--- src/fasr_pkg.sv ---
// Shared constants and types of the frame advantage sleep recommender.
// Used by every module of the block; depends on nothing.
`default_nettype none

package fasr_pkg;

    // Default store sizes handed to the top level parameters.
    localparam int WINDOW_SIZE_DEF  = 32;
    localparam int HISTORY_SIZE_DEF = 8;

    // Field widths.
    localparam int FRAME_W   = 16;
    localparam int ADV_W     = 8;
    localparam int BITS_W    = 64;
    localparam int SLEEP_W   = 6;
    localparam int OUTCOME_W = 2;
    localparam int WORD_W    = 2 * ADV_W;

    typedef logic [OUTCOME_W-1:0] outcome_t;
    typedef logic [SLEEP_W-1:0]   sleep_t;

    // Item kinds carried in tuser.
    localparam logic OP_RECORD = 1'b0;
    localparam logic OP_QUERY  = 1'b1;

    // Result outcome codes.
    localparam outcome_t OUTCOME_RECOMMENDED = 2'd0;
    localparam outcome_t OUTCOME_NOT_AHEAD   = 2'd1;
    localparam outcome_t OUTCOME_BELOW_MIN   = 2'd2;
    localparam outcome_t OUTCOME_NOT_IDLE    = 2'd3;

    // Register indexes and reset values.
    localparam logic REG_MIN_SLEEP = 1'b0;
    localparam logic REG_MAX_SLEEP = 1'b1;
    localparam sleep_t MIN_SLEEP_RST = 6'd3;
    localparam sleep_t MAX_SLEEP_RST = 6'd9;

endpackage

`default_nettype wire

--- src/frame_advantage_sleep_recommender.sv ---
// Frame advantage sleep recommender: records per-frame advantages and inputs,
// answers sleep queries. Uses fasr_pkg, fasr_div and fasr_store.
// A record passes the divider wait and write-back states before the next input
// transfer; the wait holds while a divider by a non-power-of-two size is busy.
// A query that is not ahead loads its output register from idle; else it waits
// for the dividers and, for an idle scan, the scan and tail states.
// The next item follows the load; a held output register stalls it.
// Reset clears all stores at once through valid bits; no clearing pass.
`default_nettype none

module frame_advantage_sleep_recommender #(
    parameter int WINDOW_SIZE  = fasr_pkg::WINDOW_SIZE_DEF,
    parameter int HISTORY_SIZE = fasr_pkg::HISTORY_SIZE_DEF
) (
    input  wire logic        clk,
    input  wire logic        rst_n,
    // Input stream.
    input  wire logic        s_tvalid,
    output logic             s_tready,
    // s_tdata: frame_number[15:0], local_advantage[23:16],
    // remote_advantage[31:24], input_bits[95:32].
    input  wire logic [95:0] s_tdata,
    // s_tuser: op[0], require_idle[1].
    input  wire logic [1:0]  s_tuser,
    // Result stream.
    output logic             m_tvalid,
    input  wire logic        m_tready,
    // m_tdata: sleep_count[5:0], zero padding[7:6].
    output logic [7:0]       m_tdata,
    // m_tuser: outcome[1:0].
    output logic [1:0]       m_tuser,
    // Configuration port.
    input  wire logic        psel,
    input  wire logic        penable,
    input  wire logic        pwrite,
    input  wire logic [2:0]  paddr,
    input  wire logic [31:0] pwdata,
    output logic [31:0]      prdata,
    output logic             pready
);

    localparam int WIDX_W = $clog2(WINDOW_SIZE);
    localparam int HIDX_W = $clog2(HISTORY_SIZE);
    // Running sums span WINDOW_SIZE entries of 8-bit signed values.
    localparam int SUM_W  = WIDX_W + 9;
    // The divider handles both the frame number and the rounded difference.
    localparam int NUM_W  = (SUM_W + 1 > fasr_pkg::FRAME_W) ? SUM_W + 1 : fasr_pkg::FRAME_W;

    typedef enum logic [5:0] {
        ST_IDLE = 6'b000001,
        ST_DIV  = 6'b000010,
        ST_WR   = 6'b000100,
        ST_SCAN = 6'b001000,
        ST_TAIL = 6'b010000,
        ST_OUT  = 6'b100000
    } state_t;

    state_t state_reg;
    state_t state_next;

    // Configuration registers.
    fasr_pkg::sleep_t min_sleep_reg;
    fasr_pkg::sleep_t max_sleep_reg;
    logic             cfg_wr;

    // Latched item payload.
    logic                                  op_reg;
    logic                                  req_idle_reg;
    logic signed [fasr_pkg::ADV_W-1:0]     la_reg;
    logic signed [fasr_pkg::ADV_W-1:0]     ra_reg;
    logic [fasr_pkg::BITS_W-1:0]           bits_reg;

    // Running window sums.
    logic signed [SUM_W-1:0] local_sum_reg;
    logic signed [SUM_W-1:0] remote_sum_reg;
    logic signed [SUM_W:0]   diff;

    // History scan.
    logic [HIDX_W-1:0]           scan_reg;
    logic [fasr_pkg::BITS_W-1:0] ref_reg;
    logic                        mismatch_reg;

    // Pending result and output register.
    fasr_pkg::sleep_t   res_sleep_reg;
    fasr_pkg::outcome_t res_outcome_reg;
    fasr_pkg::sleep_t   out_sleep_reg;
    fasr_pkg::outcome_t out_outcome_reg;
    logic               out_valid_reg;

    // Datapath nets.
    logic                        in_xfer;
    logic                        out_load;
    logic [NUM_W-1:0]            wdiv_num;
    logic                        wdiv_busy;
    logic [NUM_W-1:0]            wdiv_quo;
    logic [WIDX_W-1:0]           wdiv_rem;
    logic                        hdiv_busy;
    logic [NUM_W-1:0]            hdiv_quo;
    logic [HIDX_W-1:0]           hdiv_rem;
    logic [NUM_W-2:0]            sleep_raw;
    fasr_pkg::sleep_t            sleep_clamped;
    logic                        below_min;
    logic [fasr_pkg::WORD_W-1:0] win_rdata;
    logic [fasr_pkg::BITS_W-1:0] hist_rdata;
    logic signed [fasr_pkg::ADV_W-1:0] old_la;
    logic signed [fasr_pkg::ADV_W-1:0] old_ra;
    logic                        win_we;
    logic                        tail_mismatch;

    // ------------------------------------------------------------------
    // Configuration port: writes complete in the access phase, reads are
    // answered combinationally. Only paddr[2] selects the register.
    // ------------------------------------------------------------------
    assign pready = 1'b1;
    assign cfg_wr = psel && penable && pwrite && pready;

    always_ff @(posedge clk or negedge rst_n)
    begin
        if (!rst_n)
        begin
            min_sleep_reg <= fasr_pkg::MIN_SLEEP_RST;
            max_sleep_reg <= fasr_pkg::MAX_SLEEP_RST;
        end
        else if (cfg_wr)
        begin
            unique case (paddr[2])
                fasr_pkg::REG_MIN_SLEEP: min_sleep_reg <= pwdata[fasr_pkg::SLEEP_W-1:0];
                fasr_pkg::REG_MAX_SLEEP: max_sleep_reg <= pwdata[fasr_pkg::SLEEP_W-1:0];
                default: ;
            endcase
        end
    end

    always_comb
    begin
        unique case (paddr[2])
            fasr_pkg::REG_MIN_SLEEP: prdata = {26'd0, min_sleep_reg};
            fasr_pkg::REG_MAX_SLEEP: prdata = {26'd0, max_sleep_reg};
            default:                 prdata = '0;
        endcase
    end

    // ------------------------------------------------------------------
    // Dividers. The window divider yields the window index on a record and
    // floor((D + W) / W) on a query; halving that gives the rounded sleep.
    // The history divider yields the history index.
    // ------------------------------------------------------------------
    assign in_xfer = s_tvalid && s_tready;
    assign diff    = {remote_sum_reg[SUM_W-1], remote_sum_reg}
                   - {local_sum_reg[SUM_W-1], local_sum_reg};
    assign wdiv_num = (s_tuser[0] == fasr_pkg::OP_QUERY)
                    ? NUM_W'(diff) + NUM_W'(WINDOW_SIZE)
                    : NUM_W'(s_tdata[15:0]);

    fasr_div #(
        .DIVISOR (WINDOW_SIZE),
        .NUM_W   (NUM_W)
    ) u_wdiv (
        .clk   (clk),
        .rst_n (rst_n),
        .start (in_xfer),
        .num   (wdiv_num),
        .busy  (wdiv_busy),
        .quo   (wdiv_quo),
        .rem   (wdiv_rem)
    );

    fasr_div #(
        .DIVISOR (HISTORY_SIZE),
        .NUM_W   (NUM_W)
    ) u_hdiv (
        .clk   (clk),
        .rst_n (rst_n),
        .start (in_xfer),
        .num   (NUM_W'(s_tdata[15:0])),
        .busy  (hdiv_busy),
        .quo   (hdiv_quo),
        .rem   (hdiv_rem)
    );

    assign sleep_raw     = wdiv_quo[NUM_W-1:1];
    assign below_min     = sleep_raw < (NUM_W-1)'(min_sleep_reg);
    assign sleep_clamped = (sleep_raw < (NUM_W-1)'(max_sleep_reg))
                         ? sleep_raw[fasr_pkg::SLEEP_W-1:0] : max_sleep_reg;

    // ------------------------------------------------------------------
    // Stores. The window memory is read every cycle at the divider
    // remainder, so the old entry is ready in the write-back state. The
    // history memory is read at the scan counter.
    // ------------------------------------------------------------------
    assign win_we = (state_reg == ST_WR);

    fasr_store #(
        .WINDOW_SIZE  (WINDOW_SIZE),
        .HISTORY_SIZE (HISTORY_SIZE)
    ) u_store (
        .clk        (clk),
        .rst_n      (rst_n),
        .win_addr   (wdiv_rem),
        .win_we     (win_we),
        .win_wdata  ({ra_reg, la_reg}),
        .win_rdata  (win_rdata),
        .hist_raddr (scan_reg),
        .hist_waddr (hdiv_rem),
        .hist_we    (win_we),
        .hist_wdata (bits_reg),
        .hist_rdata (hist_rdata)
    );

    assign old_la = $signed(win_rdata[fasr_pkg::ADV_W-1:0]);
    assign old_ra = $signed(win_rdata[fasr_pkg::WORD_W-1:fasr_pkg::ADV_W]);
    assign tail_mismatch = mismatch_reg || (hist_rdata != ref_reg);

    // ------------------------------------------------------------------
    // Sequencer.
    // ------------------------------------------------------------------
    assign s_tready = (state_reg == ST_IDLE);
    assign out_load = (state_reg == ST_OUT) && (!out_valid_reg || m_tready);

    always_comb
    begin
        state_next = state_reg;
        unique case (state_reg)
            ST_IDLE:
            begin
                if (in_xfer)
                begin
                    if (s_tuser[0] == fasr_pkg::OP_QUERY && !(diff > 0))
                    begin
                        state_next = ST_OUT;
                    end
                    else
                    begin
                        state_next = ST_DIV;
                    end
                end
            end
            ST_DIV:
            begin
                if (!wdiv_busy && !hdiv_busy)
                begin
                    if (op_reg == fasr_pkg::OP_RECORD)
                    begin
                        state_next = ST_WR;
                    end
                    else if (!below_min && req_idle_reg)
                    begin
                        state_next = ST_SCAN;
                    end
                    else
                    begin
                        state_next = ST_OUT;
                    end
                end
            end
            ST_WR:
            begin
                state_next = ST_IDLE;
            end
            ST_SCAN:
            begin
                if (scan_reg == HIDX_W'(HISTORY_SIZE - 1))
                begin
                    state_next = ST_TAIL;
                end
            end
            ST_TAIL:
            begin
                state_next = ST_OUT;
            end
            ST_OUT:
            begin
                if (out_load)
                begin
                    state_next = ST_IDLE;
                end
            end
            default:
            begin
                state_next = ST_IDLE;
            end
        endcase
    end

    // Control registers: state, sums, output valid.
    always_ff @(posedge clk or negedge rst_n)
    begin
        if (!rst_n)
        begin
            state_reg      <= ST_IDLE;
            local_sum_reg  <= '0;
            remote_sum_reg <= '0;
            out_valid_reg  <= 1'b0;
        end
        else
        begin
            state_reg <= state_next;
            if (state_reg == ST_WR)
            begin
                local_sum_reg  <= local_sum_reg + SUM_W'(la_reg) - SUM_W'(old_la);
                remote_sum_reg <= remote_sum_reg + SUM_W'(ra_reg) - SUM_W'(old_ra);
            end
            if (out_load)
            begin
                out_valid_reg <= 1'b1;
            end
            else if (m_tready)
            begin
                out_valid_reg <= 1'b0;
            end
        end
    end

    // Payload and scan registers.
    always_ff @(posedge clk)
    begin
        if (in_xfer)
        begin
            op_reg          <= s_tuser[0];
            req_idle_reg    <= s_tuser[1];
            la_reg          <= $signed(s_tdata[23:16]);
            ra_reg          <= $signed(s_tdata[31:24]);
            bits_reg        <= s_tdata[95:32];
            scan_reg        <= '0;
            res_sleep_reg   <= '0;
            res_outcome_reg <= fasr_pkg::OUTCOME_NOT_AHEAD;
        end

        if (state_reg == ST_DIV && !wdiv_busy && !hdiv_busy)
        begin
            if (below_min)
            begin
                res_sleep_reg   <= '0;
                res_outcome_reg <= fasr_pkg::OUTCOME_BELOW_MIN;
            end
            else
            begin
                res_sleep_reg   <= sleep_clamped;
                res_outcome_reg <= fasr_pkg::OUTCOME_RECOMMENDED;
            end
        end

        // The history read is registered and answers in the cycle after its address: entry 0
        // becomes the reference, later entries are compared against it.
        if (state_reg == ST_SCAN)
        begin
            if (scan_reg == '0)
            begin
                mismatch_reg <= 1'b0;
            end
            if (scan_reg == HIDX_W'(1))
            begin
                ref_reg <= hist_rdata;
            end
            if (scan_reg > HIDX_W'(1))
            begin
                mismatch_reg <= mismatch_reg || (hist_rdata != ref_reg);
            end
            if (scan_reg != HIDX_W'(HISTORY_SIZE - 1))
            begin
                scan_reg <= scan_reg + 1'b1;
            end
        end

        if (state_reg == ST_TAIL && tail_mismatch)
        begin
            res_sleep_reg   <= '0;
            res_outcome_reg <= fasr_pkg::OUTCOME_NOT_IDLE;
        end

        if (out_load)
        begin
            out_sleep_reg   <= res_sleep_reg;
            out_outcome_reg <= res_outcome_reg;
        end
    end

    assign m_tvalid = out_valid_reg;
    assign m_tdata  = {2'b00, out_sleep_reg};
    assign m_tuser  = out_outcome_reg;

endmodule

`default_nettype wire

--- src/fasr_div.sv ---
// Divider by a fixed constant: shift and mask for a power of two, otherwise a
// reciprocal multiplication that registers the quotient, then the remainder. Uses fasr_pkg.
`default_nettype none

module fasr_div #(
    parameter int DIVISOR = fasr_pkg::WINDOW_SIZE_DEF,
    parameter int NUM_W   = fasr_pkg::FRAME_W
) (
    input  wire logic                         clk,
    input  wire logic                         rst_n,
    input  wire logic                         start,
    input  wire logic [NUM_W-1:0]             num,
    output logic                              busy,
    output logic [NUM_W-1:0]                  quo,
    output logic [$clog2(DIVISOR)-1:0]        rem
);

    localparam int IDX_W = $clog2(DIVISOR);
    localparam bit POW2  = ((DIVISOR & (DIVISOR - 1)) == 0);

    generate
        if (POW2) begin : g_shift
            logic [NUM_W-1:0] quo_reg;
            logic [IDX_W-1:0] rem_reg;

            always_ff @(posedge clk)
            begin
                if (start)
                begin
                    quo_reg <= num >> IDX_W;
                    rem_reg <= num[IDX_W-1:0];
                end
            end

            assign busy = 1'b0;
            assign quo  = quo_reg;
            assign rem  = rem_reg;
        end else begin : g_recip
            // With S = NUM_W + IDX_W and M = ceil(2^S / DIVISOR), the top bits
            // of num * M give the exact quotient for every num below 2^NUM_W.
            localparam int SH_W   = NUM_W + IDX_W;
            localparam int REC_W  = NUM_W + 2;
            localparam int PROD_W = SH_W + NUM_W;
            localparam logic [63:0] RECIP = ((64'd1 << SH_W) + 64'(DIVISOR - 1))
                                          / 64'(DIVISOR);
            localparam logic [REC_W-1:0] REC_V = REC_W'(RECIP);
            localparam logic [IDX_W-1:0] DIV_V = IDX_W'(DIVISOR);

            logic [PROD_W-1:0] prod;
            logic [IDX_W-1:0]  low_next;
            logic [NUM_W-1:0]  num_reg;
            logic [NUM_W-1:0]  quo_reg;
            logic [IDX_W-1:0]  rem_reg;
            logic              busy_reg;

            assign prod = PROD_W'(num) * PROD_W'(REC_V);
            // The remainder is below the divisor, so its low bits are enough.
            assign low_next = num_reg[IDX_W-1:0] - IDX_W'(quo_reg[IDX_W-1:0] * DIV_V);

            always_ff @(posedge clk or negedge rst_n)
            begin
                if (!rst_n)
                begin
                    busy_reg <= 1'b0;
                end
                else
                begin
                    busy_reg <= start;
                end
            end

            always_ff @(posedge clk)
            begin
                if (start)
                begin
                    num_reg <= num;
                    quo_reg <= prod[PROD_W-1:SH_W];
                end
                if (busy_reg)
                begin
                    rem_reg <= low_next;
                end
            end

            assign busy = busy_reg;
            assign quo  = quo_reg;
            assign rem  = rem_reg;
        end
    endgenerate

endmodule

`default_nettype wire

--- src/fasr_store.sv ---
// Advantage window memory and input history memory, each with one write and
// one registered read port and per-entry valid bits. Uses fasr_pkg.
`default_nettype none

module fasr_store #(
    parameter int WINDOW_SIZE  = fasr_pkg::WINDOW_SIZE_DEF,
    parameter int HISTORY_SIZE = fasr_pkg::HISTORY_SIZE_DEF
) (
    input  wire logic                              clk,
    input  wire logic                              rst_n,
    input  wire logic [$clog2(WINDOW_SIZE)-1:0]    win_addr,
    input  wire logic                              win_we,
    input  wire logic [fasr_pkg::WORD_W-1:0]       win_wdata,
    output logic [fasr_pkg::WORD_W-1:0]            win_rdata,
    input  wire logic [$clog2(HISTORY_SIZE)-1:0]   hist_raddr,
    input  wire logic [$clog2(HISTORY_SIZE)-1:0]   hist_waddr,
    input  wire logic                              hist_we,
    input  wire logic [fasr_pkg::BITS_W-1:0]       hist_wdata,
    output logic [fasr_pkg::BITS_W-1:0]            hist_rdata
);

    logic [fasr_pkg::WORD_W-1:0] win_mem [WINDOW_SIZE];
    logic [fasr_pkg::BITS_W-1:0] hist_mem [HISTORY_SIZE];
    logic [WINDOW_SIZE-1:0]      win_valid_reg;
    logic [HISTORY_SIZE-1:0]     hist_valid_reg;
    logic [fasr_pkg::WORD_W-1:0] win_q_reg;
    logic [fasr_pkg::BITS_W-1:0] hist_q_reg;
    logic                        win_qv_reg;
    logic                        hist_qv_reg;

    // Entries never written since reset read as zero.
    always_ff @(posedge clk or negedge rst_n)
    begin
        if (!rst_n)
        begin
            win_valid_reg  <= '0;
            hist_valid_reg <= '0;
            win_qv_reg     <= 1'b0;
            hist_qv_reg    <= 1'b0;
        end
        else
        begin
            win_qv_reg  <= win_valid_reg[win_addr];
            hist_qv_reg <= hist_valid_reg[hist_raddr];
            if (win_we)
            begin
                win_valid_reg[win_addr] <= 1'b1;
            end
            if (hist_we)
            begin
                hist_valid_reg[hist_waddr] <= 1'b1;
            end
        end
    end

    always_ff @(posedge clk)
    begin
        win_q_reg  <= win_mem[win_addr];
        hist_q_reg <= hist_mem[hist_raddr];
        if (win_we)
        begin
            win_mem[win_addr] <= win_wdata;
        end
        if (hist_we)
        begin
            hist_mem[hist_waddr] <= hist_wdata;
        end
    end

    assign win_rdata  = win_qv_reg  ? win_q_reg  : '0;
    assign hist_rdata = hist_qv_reg ? hist_q_reg : '0;

endmodule

`default_nettype wire
--- config.mk ---
export PLATFORM = sky130hd
export DESIGN_NAME = frame_advantage_sleep_recommender
export DESIGN_NICKNAME = d
export VERILOG_FILES = /design/src/fasr_pkg.sv /design/src/frame_advantage_sleep_recommender.sv /design/src/fasr_div.sv /design/src/fasr_store.sv
export SDC_FILE = /design/constraint.sdc
export NUM_CORES = 2
export LEC_CHECK = 0
export BUFFER_PORTS_ARGS = -buffer_cell sky130_fd_sc_hd__buf_2
export CORE_MARGIN = 10
export CORE_UTILIZATION = 57
export DETAILED_ROUTE_END_ITERATION = 12
export GPL_ROUTABILITY_DRIVEN = 1
export PLACE_DENSITY = 0.74
export SYNTH_ARGS = -nofsm -noshare
export SYNTH_HDL_FRONTEND = slang
export SYNTH_SLANG_ARGS = --single-unit
export TNS_END_PERCENT = 50
--- constraint.sdc ---
create_clock -name clk -period 23.3 [get_ports clk]
set_input_delay 2.33 -clock clk [delete_from_list [all_inputs] [get_ports clk]]
set_output_delay 2.33 -clock clk [all_outputs]
set_load 0.03 [all_outputs]
**After elaboration in Yosys (flattened, before gate mapping)**

Memory sizes are Yosys's and may differ from the RTL's. A register that Yosys moved wholly into a read port is not among the register bits.
Index checks and enable logic that the tools add are counted.

- Flip-flop bits (word level): 274
- RAM bits: 1024
- Bits of input ports: 140
- Output and inout bits: 45
- Word-level logic and storage cells: 117
- Memories: 2

- Add/sub/neg operators: 7
- Magnitude comparators: 9
- Eq/ne operators: 13
- Muxes and demuxes: 35
- Bitwise operators: 3
- Reduce and logical (&&, ||, !) cells: 23

Memories:

| name | depth | width | rd ports | clocked after memory_dff | wr ports | RTL line | text |
|---|---|---|---|---|---|---|---|
| u_store.hist_mem | 8 | 64 | 1 | 1 | 1 | fasr_store.sv:23 | `logic [fasr_pkg::BITS_W-1:0] hist_mem [HISTORY_SIZE];` |
| u_store.win_mem | 32 | 16 | 1 | 1 | 1 | fasr_store.sv:22 | `logic [fasr_pkg::WORD_W-1:0] win_mem [WINDOW_SIZE];` |

Operator list:

| cell | count |
|---|---|
| two-way mux 64 bit | 1 |
| != test 64 bit | 1 |
| case mux 32 bit (2 select lines) | 1 |
| two-way mux 6 bit | 10 |
| two-way mux 16 bit | 2 |
| bitwise OR 32 bit | 1 |
| case mux 6 bit (5 select lines) | 1 |
| adder 14 x 8 -> 14 bit | 2 |
| subtractor 14 x 8 -> 14 bit | 2 |
| < comparator 10 x 6 -> 1 bit | 2 |
| adder 15 x 7 -> 16 bit (second input constant) | 1 |
| greater-than comparator 15 x 1 -> 1 bit (second input constant) | 1 |
| subtractor 14 x 14 -> 15 bit | 1 |
| two-way mux 1 bit | 10 |
| logical AND 1 bit | 9 |
| two-way mux 3 bit | 3 |
| < comparator 3 x 4 -> 1 bit (second input constant) | 2 |
| bitwise OR 8 bit | 1 |
| AND reduction 2 bit | 4 |
| == test 6 x 1 -> 1 bit (second input constant) | 1 |
| == test 6 x 2 -> 1 bit (second input constant) | 1 |
| == test 6 x 3 -> 1 bit (second input constant) | 1 |
| == test 6 x 4 -> 1 bit (second input constant) | 1 |
| == test 6 x 5 -> 1 bit (second input constant) | 1 |
| other kinds (22) | 30 |

**Logic depth before layout (Yosys ltp)**

- Depth after elaboration: 7
- Depth in mapped cells: 15
- Depth with buffers taken out: 14

**Hierarchy**

Synthesis repeated with hierarchy kept, for this count alone.

- Cell total of the unflattened synthesis: 3132
- Area total of the unflattened synthesis: 55364.3 um2

By module, submodules not included:

| module | times used | cells each | area each (um2) | seq. area each (um2) |
|---|---|---|---|---|
| fasr_store | 1 | 2105 | 42766.0 | 33402.0 |
| frame_advantage_sleep_recommender | 1 | 983 | 11554.8 | 6057.1 |
| fasr_div at u_wdiv | 1 | 23 | 529.3 | 480.5 |
| fasr_div at u_hdiv | 1 | 21 | 514.2 | 480.5 |

**Worst setup path before layout**

Ideal clock, no wire load.

- Path kind: reg2reg
- Start: register state_reg[1]
- End: register u_store.hist_valid_reg[0]
- Library setup time: 0.103 ns
- Arrival: 7.809 ns
- Required time: 23.197 ns
- Setup slack: 15.388 ns
- Stages on the path, launching flop included: 5
- Path buffers: 0
- Clock period less this slack: 7.912 ns
- Cells stage by stage: dfrtp_1 > nor4_1 > nand3b_1 > nor4_1 > or2_2

- Word-level cells in the longest chain between the ends: 1

RTL lines:

| item | RTL line | text |
|---|---|---|
| start: declaration | frame_advantage_sleep_recommender.sv:58 | `state_t state_reg;` |
| start signal: assignment | frame_advantage_sleep_recommender.sv:297 | `state_reg <= state_next;` |
| == test 6 x 3 -> 1 bit | frame_advantage_sleep_recommender.sv:191 | `assign win_we = (state_reg == ST_WR);` |
| end signal: assignment | fasr_store.sv:37 | `hist_valid_reg <= '0;` |
| end signal: indexed assignment | fasr_store.sv:51 | `hist_valid_reg[hist_waddr] <= 1'b1;` |
| end: declaration | fasr_store.sv:25 | `logic [HISTORY_SIZE-1:0] hist_valid_reg;` |

Every way passes these cells.
A chain may end at the register's enable or synchronous reset.

**Final worst setup path**

- Start: input paddr[2]
- End: output prdata[0]

- Word-level cells in the longest chain between the ends: 2

RTL lines:

| item | RTL line | text |
|---|---|---|
| start: declaration | frame_advantage_sleep_recommender.sv:36 | `input wire logic [2:0] paddr,` |
| NOT 1 bit | frame_advantage_sleep_recommender.sv:136 | `unique case (paddr[2])` |
| case mux 32 bit (2 select lines) (*) | frame_advantage_sleep_recommender.sv:136 |  |
| end: declaration | frame_advantage_sleep_recommender.sv:38 | `output logic [31:0] prdata,` |

Every way passes the cells marked *; elsewhere a longest branch is shown, timed or not. The select of a mux whose other input is x is not followed.

==> run_results.csv <==
group,metric,value,unit
die,fp.dieW,330,µm
cts,clkTransAtPathRegs,60,ps
placement,hpwl,70300,µm
global_routing,grt_pass1_wl,178000,µm
placement,io_buffer_count,126,
cells_and_area,fillers,6182,
detailed_routing,postRouteAntennaNets,0,
cells_and_area,multiInputGateArea,13700,µm²
yosys,yosysMostFrequentCell,"edfxtp_1",
yosys,async_reset_ff_share,6.46,%
detailed_routing,wl_per_cell,25.6,µm
worst_setup_path,crit_type,"in -> out",
global_routing,grt_overflow,0,
yosys,yosysUniqueCellTypes,80,
sta,rsz0062_at_grt,"false",
cts,h-tree-depth,4,
cts,cts_tree,"built",
flow_run,maxCapViolations,0,
worst_setup_path,worstPathMaxFanout,13,
sta,hold_violations,0,
worst_setup_path,path_cells,"buf_2, mux2_2, buf_2",
sta,setup_viol,0,
power_and_ir_drop,p_sw,0.00190,W
yosys,synth_edf_count,1197,
yosys,ys_warn_count,0,
power_and_ir_drop,internal_power,0.00480,W
cts,cts_sinks,1377,
worst_hold_path,hold_start,"res_sleep_reg[0]$_SDFFE_PP0P_",
worst_setup_path,crit_path_end_kind,"output port",
worst_hold_path,whs_path_depth,0,
power_and_ir_drop,power_frac_comb,21.3,%
die,num_io_pins,185,
worst_setup_path,r2r_cells,12,
sta,post-route-min-period,5400,ps
power_and_ir_drop,p_leak,21.1,nW
worst_setup_path,arrival,3070,ps
outcome,outcome,"completed",
yosys,synth_area_leaders,"edfxtp_1 66%, mux4_2 11%, dfrtp_1 3.8%",
worst_setup_path,path_delay_family,"buffers and inverters",
yosys,synth_area_per_cell,18.4,µm²
cts,cts_resized,0,
cts,insertion_delay,740,ps
worst_setup_path,rrSetupSlack,19250,ps
yosys,synth_ff_type,"edfxtp_1",
cells_and_area,largestRegisters,"u_store.hist_mem (512), u_store.win_mem (512)",
die,die_height,330,µm
cts,cts-root-buf,"clkbuf_16",
worst_setup_path,cp_data_required_time,20970,ps
cts,cts_setup_buffers,0,
sta,worst_slew_pin_slew,1220,ps
worst_setup_path,critPathMaxStageDelay,370,ps
yosys,yosys.area.top_type,"edfxtp_1",
yosys,ys_top_cells_by_count,"1197 x edfxtp_1, 266 x mux4_2, 144 x inv_1",
worst_setup_path,r2r_start,"la_reg[2]$_DFFE_PP_",
sta,max-slew-margin-rel,18.9,%
global_routing,grt_use_total,21.6,%
global_routing,grt_pass1_vias,28900,
global_routing,antenna_found_initial,3,
cells_and_area,num-nets-final,3425,
sta,tns,0,ps
cts,cts_made_buffers,138,
power_and_ir_drop,p_clk_share,32.7,%
global_routing,grt_max_degree,119,
cells_and_area,area_growth,12.5,%
die,coreArea,95200,µm²
worst_setup_path,startpoint_type,"input port",
sta,skew,18.7,ps
worst_hold_path,min_path_type,"reg -> reg",
detailed_routing,finalWirelength,117000,µm
power_and_ir_drop,p_sw_share,28.4,%
yosys,netlist_area,54700,µm²
yosys,synth_top_area_share,65.7,%
detailed_routing,dr.first_iter.drc_count,2587,
sta,slew_viol_final,0,
sta,max_freq,185,MHz
die,start_util,57.5,%
cells_and_area,drive_gt1_share,25.3,%
power_and_ir_drop,p_per_area,109,nW/µm²
worst_setup_path,worst_path_max_delay_cell,"mux2_2",
yosys,synth.yosys.seq_area_share,73.1,%
detailed_routing,drt-pass1-iter-count,6,
worst_hold_path,min_delay_worst_endpoint,"out_sleep_reg[0]$_DFFE_PP_",
cts,ctsHoldBuffers,0,
worst_setup_path,crit_top_cell,"buf_2",
cells_and_area,antenna_cells,0,
power_and_ir_drop,power_frac_seq,46.1,%
yosys,ys_ff_latch,1377,
power_and_ir_drop,ir_drop,0.0000803,V
cts,cts.path.max_buffers,3,
detailed_routing,post-route-drc-count,0,
worst_setup_path,r2r-end,"local_sum_reg[13]$_DFFE_PN0P_",
die,core.rowCount,113,
detailed_routing,via_per_inst,6.06,
placement,gp_congestion,0.877,
power_and_ir_drop,power,0.00670,W
die,die-area,109000,µm²
detailed_routing,vias,27700,
sta,finalCritPeriodShare,23.2,%
yosys,synthCells,2978,
cells_and_area,seq_area,40000,µm²
worst_setup_path,crit_buf_inv,2,
cell families after synthesis:
logic type | synth area share, %
xor+xnor | 0.864
fa+ha+maj | 2.34
simple gates | 4.92
mux | 12.7
other cells | 0.0137
compound gates | 3.93
buf+inv | 2.17
flops | 73.1
worst max-delay path by stage:
stage	start	end	slack [ps]	cells past startpoint
after detailed placement	paddr[2]	prdata[0]	17900	3
after CTS	paddr[2]	prdata[0]	17900	3
after global placement	paddr[2]	prdata[0]	17910	3
after floorplan	state_reg[1]$_DFFE_PN0P_	u_store.hist_valid_reg[0]$_DFFE_PN0P_	15390	4
after global routing	paddr[2]	prdata[0]	17870	3
final	paddr[2]	prdata[0]	17900	3
stage by stage:
step	hold WS (ps)	cells	util, %	setup WS [ps]	area [µm²]
global route	445	4575	64.7	17870	61500
CTS	430	4575	64.7	17900	61500
finish	436	4575	64.7	17900	61500
floorplan	408	3005	-	15390	54800
global placement	413	4324	59.9	17910	57000
detailed placement	416	4324	59.9	17900	57000
power by group through the flow:
stage	Combinational, W	Sequential, W	Clock (W)
6_report	0.00143	0.00309	0.00219
2_1_floorplan	0.00105	0.00309	0
3_5_place_dp	0.00142	0.00314	0
4_1_cts	0.00143	0.00309	0.00222
5_1_grt	0.00157	0.00311	0.00232
3_3_place_gp	0.00138	0.00312	0
area by class of cell:
class	count	share of cell area (%)
tap	1265	2.57
sequential	1377	65.0
multi-input combinational	1343	22.3
clock buffer	183	6.28
timing repair buffer	195	1.89
clock inverter	68	1.10
inverter	144	0.886
cells in the final DEF (no fill, tap or decap), drive strengths merged, types with 25 or more instances in the layout:
master	n
a21oi	38
a22oi	85
and2	78
buf	195
clkbuf	183
clkinv	45
conb	29
dfrtp	84
dfxtp	91
edfxtp	1197
fa	27
ha	59
inv	156
mux2	83
mux4	266
nand2	93
nand3	25
nand3b	25
nor2	115
o21ai	77
or2	47
xnor2	34
layer usage:
layer / share of wire [%] / vias to the layer above / track usage (%)
li1: - / 12100 / -
met1: 39 / 14500 / 27.5
met2: 53 / 962 / 38.3
met3: 5.7 / 181 / 3.43
met4: 2.3 / 0 / 6.47
met5: 0 / - / 0
No activity file was read; power rests on OpenSTA's default activity.
